**src/design/rmd_pkg.sv**
```systemverilog
package rmd_pkg;

  localparam logic [31:0] INIT_WORDS [5] = '{
    32'h67452301, 32'hEFCDAB89, 32'h98BADCFE, 32'h10325476, 32'hC3D2E1F0};

  localparam logic [3:0] SEL_LEFT [80] = '{
    4'd0,4'd1,4'd2,4'd3,4'd4,4'd5,4'd6,4'd7,4'd8,4'd9,4'd10,4'd11,4'd12,4'd13,4'd14,4'd15,
    4'd7,4'd4,4'd13,4'd1,4'd10,4'd6,4'd15,4'd3,4'd12,4'd0,4'd9,4'd5,4'd2,4'd14,4'd11,4'd8,
    4'd3,4'd10,4'd14,4'd4,4'd9,4'd15,4'd8,4'd1,4'd2,4'd7,4'd0,4'd6,4'd13,4'd11,4'd5,4'd12,
    4'd1,4'd9,4'd11,4'd10,4'd0,4'd8,4'd12,4'd4,4'd13,4'd3,4'd7,4'd15,4'd14,4'd5,4'd6,4'd2,
    4'd4,4'd0,4'd5,4'd9,4'd7,4'd12,4'd2,4'd10,4'd14,4'd1,4'd3,4'd8,4'd11,4'd6,4'd15,4'd13};

  localparam logic [3:0] SEL_RIGHT [80] = '{
    4'd5,4'd14,4'd7,4'd0,4'd9,4'd2,4'd11,4'd4,4'd13,4'd6,4'd15,4'd8,4'd1,4'd10,4'd3,4'd12,
    4'd6,4'd11,4'd3,4'd7,4'd0,4'd13,4'd5,4'd10,4'd14,4'd15,4'd8,4'd12,4'd4,4'd9,4'd1,4'd2,
    4'd15,4'd5,4'd1,4'd3,4'd7,4'd14,4'd6,4'd9,4'd11,4'd8,4'd12,4'd2,4'd10,4'd0,4'd4,4'd13,
    4'd8,4'd6,4'd4,4'd1,4'd3,4'd11,4'd15,4'd0,4'd5,4'd12,4'd2,4'd13,4'd9,4'd7,4'd10,4'd14,
    4'd12,4'd15,4'd10,4'd4,4'd1,4'd5,4'd8,4'd7,4'd6,4'd2,4'd13,4'd14,4'd0,4'd3,4'd9,4'd11};

  localparam logic [3:0] ROT_LEFT [80] = '{
    4'd11,4'd14,4'd15,4'd12,4'd5,4'd8,4'd7,4'd9,4'd11,4'd13,4'd14,4'd15,4'd6,4'd7,4'd9,4'd8,
    4'd7,4'd6,4'd8,4'd13,4'd11,4'd9,4'd7,4'd15,4'd7,4'd12,4'd15,4'd9,4'd11,4'd7,4'd13,4'd12,
    4'd11,4'd13,4'd6,4'd7,4'd14,4'd9,4'd13,4'd15,4'd14,4'd8,4'd13,4'd6,4'd5,4'd12,4'd7,4'd5,
    4'd11,4'd12,4'd14,4'd15,4'd14,4'd15,4'd9,4'd8,4'd9,4'd14,4'd5,4'd6,4'd8,4'd6,4'd5,4'd12,
    4'd9,4'd15,4'd5,4'd11,4'd6,4'd8,4'd13,4'd12,4'd5,4'd12,4'd13,4'd14,4'd11,4'd8,4'd5,4'd6};

  localparam logic [3:0] ROT_RIGHT [80] = '{
    4'd8,4'd9,4'd9,4'd11,4'd13,4'd15,4'd15,4'd5,4'd7,4'd7,4'd8,4'd11,4'd14,4'd14,4'd12,4'd6,
    4'd9,4'd13,4'd15,4'd7,4'd12,4'd8,4'd9,4'd11,4'd7,4'd7,4'd12,4'd7,4'd6,4'd15,4'd13,4'd11,
    4'd9,4'd7,4'd15,4'd11,4'd8,4'd6,4'd6,4'd14,4'd12,4'd13,4'd5,4'd14,4'd13,4'd13,4'd7,4'd5,
    4'd15,4'd5,4'd8,4'd11,4'd14,4'd14,4'd6,4'd14,4'd6,4'd9,4'd12,4'd9,4'd12,4'd5,4'd15,4'd8,
    4'd8,4'd5,4'd12,4'd9,4'd12,4'd5,4'd14,4'd6,4'd8,4'd13,4'd6,4'd5,4'd15,4'd13,4'd11,4'd11};

  localparam logic [31:0] ADD_LEFT [5] = '{
    32'h00000000, 32'h5A827999, 32'h6ED9EBA1, 32'h8F1BBCDC, 32'hA953FD4E};
  localparam logic [31:0] ADD_RIGHT [5] = '{
    32'h50A28BE6, 32'h5C4DD124, 32'h6D703EF3, 32'h7A6D76E9, 32'h00000000};

  typedef struct packed {
    logic start;
    logic busy;
    logic done;
  } rmd_ctl_t;

  function automatic logic [31:0] rotl(input logic [31:0] x, input logic [4:0] n);
    logic [63:0] d;
    d = {x, x} << n;
    return d[63:32];
  endfunction

  function automatic logic [31:0] bool_fn(input logic [2:0] g, input logic [31:0] x,
                                          input logic [31:0] y, input logic [31:0] z);
    logic [31:0] r;
    unique case (g)
      3'd0: r = x ^ y ^ z;
      3'd1: r = (x & y) | (~x & z);
      3'd2: r = (x | ~y) ^ z;
      3'd3: r = (x & z) | (y & ~z);
      default: r = x ^ (y | ~z);
    endcase
    return r;
  endfunction

endpackage

```
**src/design/rmd_round.sv**
```systemverilog
module rmd_round
  import rmd_pkg::*;
(
  input  logic        clk,
  input  logic        rst,
  input  rmd_ctl_t    ctl_in,
  input  logic [31:0] cv_in [5],
  input  logic [31:0] w_left,
  input  logic [31:0] w_right,
  output logic [6:0]  step,
  output rmd_ctl_t    ctl_out,
  output logic [31:0] cv_out [5]
);

  logic [31:0] l [5];
  logic [31:0] r [5];
  logic [31:0] tl, tr;
  logic [2:0]  g;
  logic        running;
  logic        done;

  assign g = 3'(step >> 4);

  always_comb begin
    tl = rotl(l[0] + bool_fn(g, l[1], l[2], l[3]) + w_left + ADD_LEFT[g],
              {1'b0, ROT_LEFT[step]}) + l[4];
    tr = rotl(r[0] + bool_fn(3'd4 - g, r[1], r[2], r[3]) + w_right + ADD_RIGHT[g],
              {1'b0, ROT_RIGHT[step]}) + r[4];
  end

  always_ff @(posedge clk) begin
    if (rst) begin
      running <= 1'b0;
      step <= '0;
      done <= 1'b0;
    end else if (ctl_in.start) begin
      running <= 1'b1;
      step <= '0;
      done <= 1'b0;
      for (int i = 0; i < 5; i++) begin
        l[i] <= cv_in[i];
        r[i] <= cv_in[i];
      end
    end else if (running) begin
      l[0] <= l[4]; l[4] <= l[3]; l[3] <= rotl(l[2], 5'd10); l[2] <= l[1]; l[1] <= tl;
      r[0] <= r[4]; r[4] <= r[3]; r[3] <= rotl(r[2], 5'd10); r[2] <= r[1]; r[1] <= tr;
      if (step == 7'd79) begin
        running <= 1'b0;
        done <= 1'b1;
      end else begin
        step <= step + 7'd1;
        done <= 1'b0;
      end
    end else begin
      done <= 1'b0;
    end
  end

  assign ctl_out = '{start: 1'b0, busy: running, done: done};

  always_comb begin
    cv_out[0] = cv_in[1] + l[2] + r[3];
    cv_out[1] = cv_in[2] + l[3] + r[4];
    cv_out[2] = cv_in[3] + l[4] + r[0];
    cv_out[3] = cv_in[4] + l[0] + r[1];
    cv_out[4] = cv_in[0] + l[1] + r[2];
  end

`ifndef ASSERT_OFF
  a_step_range: assert property (@(posedge clk) disable iff (rst) step <= 7'd79)
    else $error("round step out of range");
  a_done_after_last: assert property (@(posedge clk) disable iff (rst)
    ctl_out.done |-> $past(step) == 7'd79)
    else $error("done without final step");
  a_start_idle: assert property (@(posedge clk) disable iff (rst)
    ctl_in.start |-> !running)
    else $error("start while running");
`endif

endmodule

```
**src/design/ripemd160_hash.sv**
```systemverilog
// RIPEMD-160 hash of a byte stream.
// Input transactions on s_axis: tdata[7:0] is the message byte, tuser[0] says
// that the byte is present and tlast ends the message (it may carry no byte).
// Output transactions on m_axis: tdata[31:0] is a digest word, tuser[2:0]
// its index 0 to 4, and tlast marks the fifth word.
// A byte that does not fill the block is written to the block memory and input
// stays open. A byte that fills the block starts the compression: a launch, a
// load, 80 round steps with both lines in parallel and a fold of the chaining
// value, and input is refused until the fold is done.
// An end of message writes the padding into the block memory at one byte per
// cycle, then compresses once or twice, and offers the five words in order.
// The block memory has one byte write port and is kept in two copies, each with
// one 32-bit word read port; the round unit reads one word per line per step.
// Input is refused while padding, compressing or presenting the digest; a
// stalled receiver holds the current word. Reset restores the initial
// chaining value and clears the byte count; the block memory needs no clearing.
module ripemd160_hash
  import rmd_pkg::*;
(
  input  logic        clk,
  input  logic        rst,
  input  logic        s_axis_tvalid,
  output logic        s_axis_tready,
  input  logic [7:0]  s_axis_tdata,  // data_byte
  input  logic        s_axis_tuser,  // byte_present
  input  logic        s_axis_tlast,  // end_of_message
  output logic        m_axis_tvalid,
  input  logic        m_axis_tready,
  output logic [31:0] m_axis_tdata,  // digest_word
  output logic [2:0]  m_axis_tuser,  // word_index
  output logic        m_axis_tlast   // last_word
);

  localparam logic [2:0] S_IDLE = 3'd0;
  localparam logic [2:0] S_PAD  = 3'd1;
  localparam logic [2:0] S_COMP = 3'd2;
  localparam logic [2:0] S_OUT  = 3'd3;
  localparam logic [2:0] S_LEN  = 3'd4;

  logic [2:0]  state;
  logic [60:0] byte_count;
  logic [5:0]  pad_pos;
  logic        final_block, pad_first, pad_wrap;
  logic [31:0] cv [5];
  logic [31:0] cv_new [5];
  logic [31:0] mem_l [16];
  logic [31:0] mem_r [16];
  logic [31:0] w_left, w_right;
  logic [6:0]  step;
  logic [6:0]  step_next;
  logic [6:0]  step_rd;
  logic [2:0]  out_idx;
  logic        wr_en;
  logic [5:0]  wr_addr;
  logic [7:0]  wr_data;
  logic [63:0] bits;
  rmd_ctl_t    ctl_in, ctl_out;
  logic        acc;

  assign s_axis_tready = (state == S_IDLE);
  assign acc = s_axis_tvalid && s_axis_tready;
  assign bits = {byte_count, 3'b000};

  always_comb begin
    wr_en = 1'b0;
    wr_addr = byte_count[5:0];
    wr_data = s_axis_tdata;
    if (acc && s_axis_tuser) begin
      wr_en = 1'b1;
    end else if (state == S_PAD || state == S_LEN) begin
      wr_en = 1'b1;
      wr_addr = pad_pos;
      if (pad_first) wr_data = 8'h80;
      else if (state == S_LEN) wr_data = bits[8*pad_pos[2:0] +: 8];
      else wr_data = 8'h00;
    end
  end

  // Read address follows the round step of the next cycle.
  assign step_next = ctl_in.start ? 7'd0 : (ctl_out.busy ? step + 7'd1 : step);
  assign step_rd = (step_next > 7'd79) ? 7'd79 : step_next;

  always_ff @(posedge clk) begin
    if (wr_en) begin
      mem_l[wr_addr[5:2]][8*wr_addr[1:0] +: 8] <= wr_data;
      mem_r[wr_addr[5:2]][8*wr_addr[1:0] +: 8] <= wr_data;
    end
    w_left <= mem_l[SEL_LEFT[step_rd]];
    w_right <= mem_r[SEL_RIGHT[step_rd]];
  end

  rmd_round u_round (
    .clk(clk), .rst(rst), .ctl_in(ctl_in), .cv_in(cv), .w_left(w_left),
    .w_right(w_right), .step(step), .ctl_out(ctl_out), .cv_out(cv_new)
  );

  logic launched;

  always_ff @(posedge clk) begin
    if (rst) begin
      state <= S_IDLE;
      byte_count <= '0;
      pad_pos <= '0;
      pad_first <= 1'b0;
      pad_wrap <= 1'b0;
      final_block <= 1'b0;
      launched <= 1'b0;
      ctl_in <= '0;
      out_idx <= '0;
      for (int i = 0; i < 5; i++) cv[i] <= INIT_WORDS[i];
    end else begin
      ctl_in.start <= (state == S_COMP) && !launched;
      unique case (state)
        S_IDLE: begin
          if (acc) begin
            if (s_axis_tuser) byte_count <= byte_count + 61'd1;
            if (s_axis_tuser && byte_count[5:0] == 6'd63) begin
              state <= S_COMP;
              launched <= 1'b0;
              final_block <= 1'b0;
              pad_first <= s_axis_tlast;
            end else if (s_axis_tlast) begin
              state <= S_PAD;
              pad_first <= 1'b1;
              pad_pos <= byte_count[5:0] + 6'(s_axis_tuser);
            end
          end
        end
        S_PAD: begin
          pad_first <= 1'b0;
          if (pad_pos == 6'd55) begin
            state <= S_LEN;
            pad_pos <= 6'd56;
          end else if (pad_pos == 6'd63) begin
            state <= S_COMP;
            launched <= 1'b0;
            final_block <= 1'b0;
            pad_wrap <= 1'b1;
            pad_pos <= 6'd0;
          end else begin
            pad_pos <= pad_pos + 6'd1;
          end
        end
        S_LEN: begin
          pad_first <= 1'b0;
          if (pad_pos == 6'd63) begin
            state <= S_COMP;
            launched <= 1'b0;
            final_block <= 1'b1;
          end else begin
            pad_pos <= pad_pos + 6'd1;
          end
        end
        S_COMP: begin
          if (!launched) begin
            launched <= 1'b1;
          end else if (ctl_out.done) begin
            for (int i = 0; i < 5; i++) cv[i] <= cv_new[i];
            if (final_block) begin
              state <= S_OUT;
              out_idx <= '0;
            end else if (pad_first || pad_wrap) begin
              state <= S_PAD;
              pad_pos <= 6'd0;
              pad_wrap <= 1'b0;
            end else begin
              state <= S_IDLE;
            end
          end
        end
        S_OUT: begin
          if (m_axis_tready) begin
            if (out_idx == 3'd4) begin
              state <= S_IDLE;
              byte_count <= '0;
              for (int i = 0; i < 5; i++) cv[i] <= INIT_WORDS[i];
            end else begin
              out_idx <= out_idx + 3'd1;
            end
          end
        end
        default: state <= S_IDLE;
      endcase
    end
  end

  assign m_axis_tvalid = (state == S_OUT);
  assign m_axis_tdata = cv[out_idx];
  assign m_axis_tuser = out_idx;
  assign m_axis_tlast = (out_idx == 3'd4);

`ifndef ASSERT_OFF
  a_no_accept_busy: assert property (@(posedge clk) disable iff (rst)
    ctl_out.busy |-> !s_axis_tready)
    else $error("input taken during compression");
  a_idx_range: assert property (@(posedge clk) disable iff (rst)
    m_axis_tvalid |-> out_idx <= 3'd4)
    else $error("digest index out of range");
  a_count_clear: assert property (@(posedge clk) disable iff (rst)
    (m_axis_tvalid && m_axis_tready && m_axis_tlast) |=> byte_count == 61'd0)
    else $error("byte count not cleared after digest");
`endif

endmodule
```
**config.mk**
```make
export PLATFORM = sky130hd
export DESIGN_NAME = ripemd160_hash
export DESIGN_NICKNAME = d
export VERILOG_FILES = /design/src/design/rmd_pkg.sv /design/src/design/rmd_round.sv /design/src/design/ripemd160_hash.sv
export SDC_FILE = /design/constraint.sdc
export NUM_CORES = 2
export LEC_CHECK = 0
export ABC_AREA = 1
export BUFFER_PORTS_ARGS = -buffer_cell sky130_fd_sc_hd__clkbuf_2
export CELL_PAD_IN_SITES_DETAIL_PLACEMENT = 2
export CELL_PAD_IN_SITES_GLOBAL_PLACEMENT = 2
export CORE_ASPECT_RATIO = 1.4
export CORE_UTILIZATION = 30
export CTS_BUF_LIST = sky130_fd_sc_hd__clkbuf_4 sky130_fd_sc_hd__clkbuf_8
export DETAILED_ROUTE_END_ITERATION = 6
export GPL_TIMING_DRIVEN = 0
export PLACE_DENSITY = 0.72
export SYNTH_ARGS = -nofsm -noshare
export SYNTH_HDL_FRONTEND = slang
export SYNTH_HIERARCHICAL = 1
export SYNTH_SLANG_ARGS = --single-unit
```
**constraint.sdc**
```tcl
create_clock -name clk -period 48.6 [get_ports clk]
set_input_delay 9.72 -clock clk [delete_from_list [all_inputs] [get_ports clk]]
set_output_delay 9.72 -clock clk [all_outputs]
set_load 0.01 [all_outputs]
```
==> impl_results.md <==
- F_max: 67.5 MHz
- Root Driver: clkbuf_8
- DIE AREA: 292000 sq um
- CTS max path bufs: 4
- Synthesized area: 87000 sq um
- Vias in the first global route: 99081
- Final min period: 14.81 ns
- Hold depth: 1
- Critical Path Sink Type: primary output
- Layout area overhead: 12.3%
- Number of port buffers: 51
- Crit path kind: reg -> out
- Core Area: 288000 sq um
- Clock slew at reported path FFs: 0.06 ns
- WL per Instance: 39.0 um
- Data required, critical path: 38.88 ns
- Via Count: 94180
- Worst hold margin: 0.458 ns
- Failing checks: max-capacitance violations, max-slew violations
- Wl on met1: 208000 um
- Worst-path fanout max: 10
- Total power: 0.00481 W
- Pre-antenna DRT Iters: 5
- Fin crit share: 0.305
- Max-cap viol count: 20
- WL met2: 284000 um
- Row cnt: 233
- CTS sink count: 1143
- Remaining antenna violation count after routing: 0
- Setup_tns: 0 ns
- CTS tree: done
- Cell Area, Placed: 92900 sq um
- Htree depth: 4
- Total gr overflow: 0
- Slew Viols, Final: 137
- Routed WL: 617000 um
- Power Dens Cells: 49.2 nW/um^2
- Leak Pwr: 43.2 nW
- Final Cell Area: 97800 sq um
- Tightest Pin Transition: 1.87 ns
- Worst EP arrival: 5.09 ns
- Die width: 457 um
- Initial antenna violation count: 60
- Met3 wire length: 40000 um
- Synth Area per Inst: 7.58 sq um
- Initial detailed-routing violation count: 8267
- Synthesized instance count: 11481
- CTS Buf Count: 224
- Setup Buffers After CTS: 0
- DRC: 0
- Post-Syn Nets: 12154
- Share of layout cells above drive strength 1: 0.0780
- I/O Pins: 52
- RSZ-0062 raised after global routing: false
- Worst R2R Path Depth: 43
- Post-CTS Resized: 0
- Startpoint Class: flip-flop
- Largest net degree at the start of global routing: 28
- Outcome: complete, but fails checks
- Final #Nets: 12483
- Die height: 639 um
- Number of hold buffers added after CTS: 0
- Gpl congestion: 1.09
- Worst skew pair latency: 1.09 ns
- Clk_skew: 0.120 ns
- First-pass GRT wire length: 829000 um
- Final hold vios: 0
- Vias per cell: 5.96
- Ys Warns: 6
- Hold WC Path Type: reg -> reg
- Peak VDD IR: 0.0346 mV
- DR top layer: met5
- Max_slew headroom: -0.254
- Fill cell count: 33758
- Final setup violation count: 0
- Gr usage total: 0.413
- Post-DP HPWL: 507000 um
- Initial Utilization: 0.302
## stage by stage
stage,util,cells,setup WS [ns]
3_3_place_gp,0.319,15292,11.65
4_1_cts,0.339,15749,33.66
2_1_floorplan,-,11481,22.42
3_5_place_dp,0.322,15339,34.47
5_1_grt,0.339,15779,33.92
6_report,0.339,15809,33.79
## sequential cells by signal, indices dropped and copies added (netlist names), 3 cells and up
name and cells:
w_left 32, u_round/l 160, state 3, cv 160
mem_r 349, mem_l 163, u_round/step 7, u_round/r 160
pad_pos 6, byte_count 61, m_axis_tuser 3, w_right 32
## path summary, 6_finish.rpt
kind              slack (ns)                     endpoint                         start
setup reg to reg       34.10   u_round/r[0][45]$_DFFE_PP_  u_round/step[4]$_SDFFE_PP0P_
hold reg to reg         0.46  byte_count[42]$_SDFFE_PP0P_   byte_count[42]$_SDFFE_PP0P_
hold / removal          0.46  byte_count[42]$_SDFFE_PP0P_   byte_count[42]$_SDFFE_PP0P_
setup / recovery       33.79             m_axis_tdata[28]  m_axis_tuser[0]$_SDFFE_PP0P_
## worst max-delay path, stage by stage (launching register included)
cell and delay (ns):
dfxtp_1 0.76, clkbuf_1 0.91, clkbuf_1 1.12, a21oi_1 0.20, a221oi_1 0.49, a31o_2 0.19
clkbuf_2 0.30
## layer usage
| metal | global-route usage | vias to the layer above |
|---|---|---|
| met1 | 0.415 | 47800 |
| met4 | 0.469 | 18 |
| met2 | 0.677 | 4636 |
| met5 | 0.00149 | - |
| met3 | 0.0848 | 2270 |
| li1 | - | 39456 |
## report_power, final
group	total, W	switching [W]	internal, W	leakage (nW)
sequential	0.00115	0.0000608	0.00109	10.0
clock	0.00109	0.000511	0.000580	2.50
combinational	0.00257	0.00189	0.000678	30.7
## placed cells by master, fill, tap and decap left out, types with 129 or more instances in the layout
cell	n
nand2_1	2441
nand3_1	2010
inv_1	1586
edfxtp_1	832
o21ai_0	657
a21oi_1	602
nor2_1	584
ha_1	375
dfxtp_1	311
fa_1	284
clkbuf_8	263
buf_2	240
clkbuf_1	210
xor2_1	150
nor3_1	129
## final cells by class
type	count	area, sq um	area share
Sequential cell	1143	31200	0.319
Clock inverter	71	503	0.00514
Antenna cell	55	138	0.00141
Multi-Input combinational cell	8188	47300	0.484
Timing Repair Buffer	103	1060	0.0109
Clock buffer	339	4190	0.0429
Buffer	534	2540	0.0260
Inverter	1616	6070	0.0621
Tap cell	3760	4700	0.0481
No activity file was read; power rests on OpenSTA's default activity.
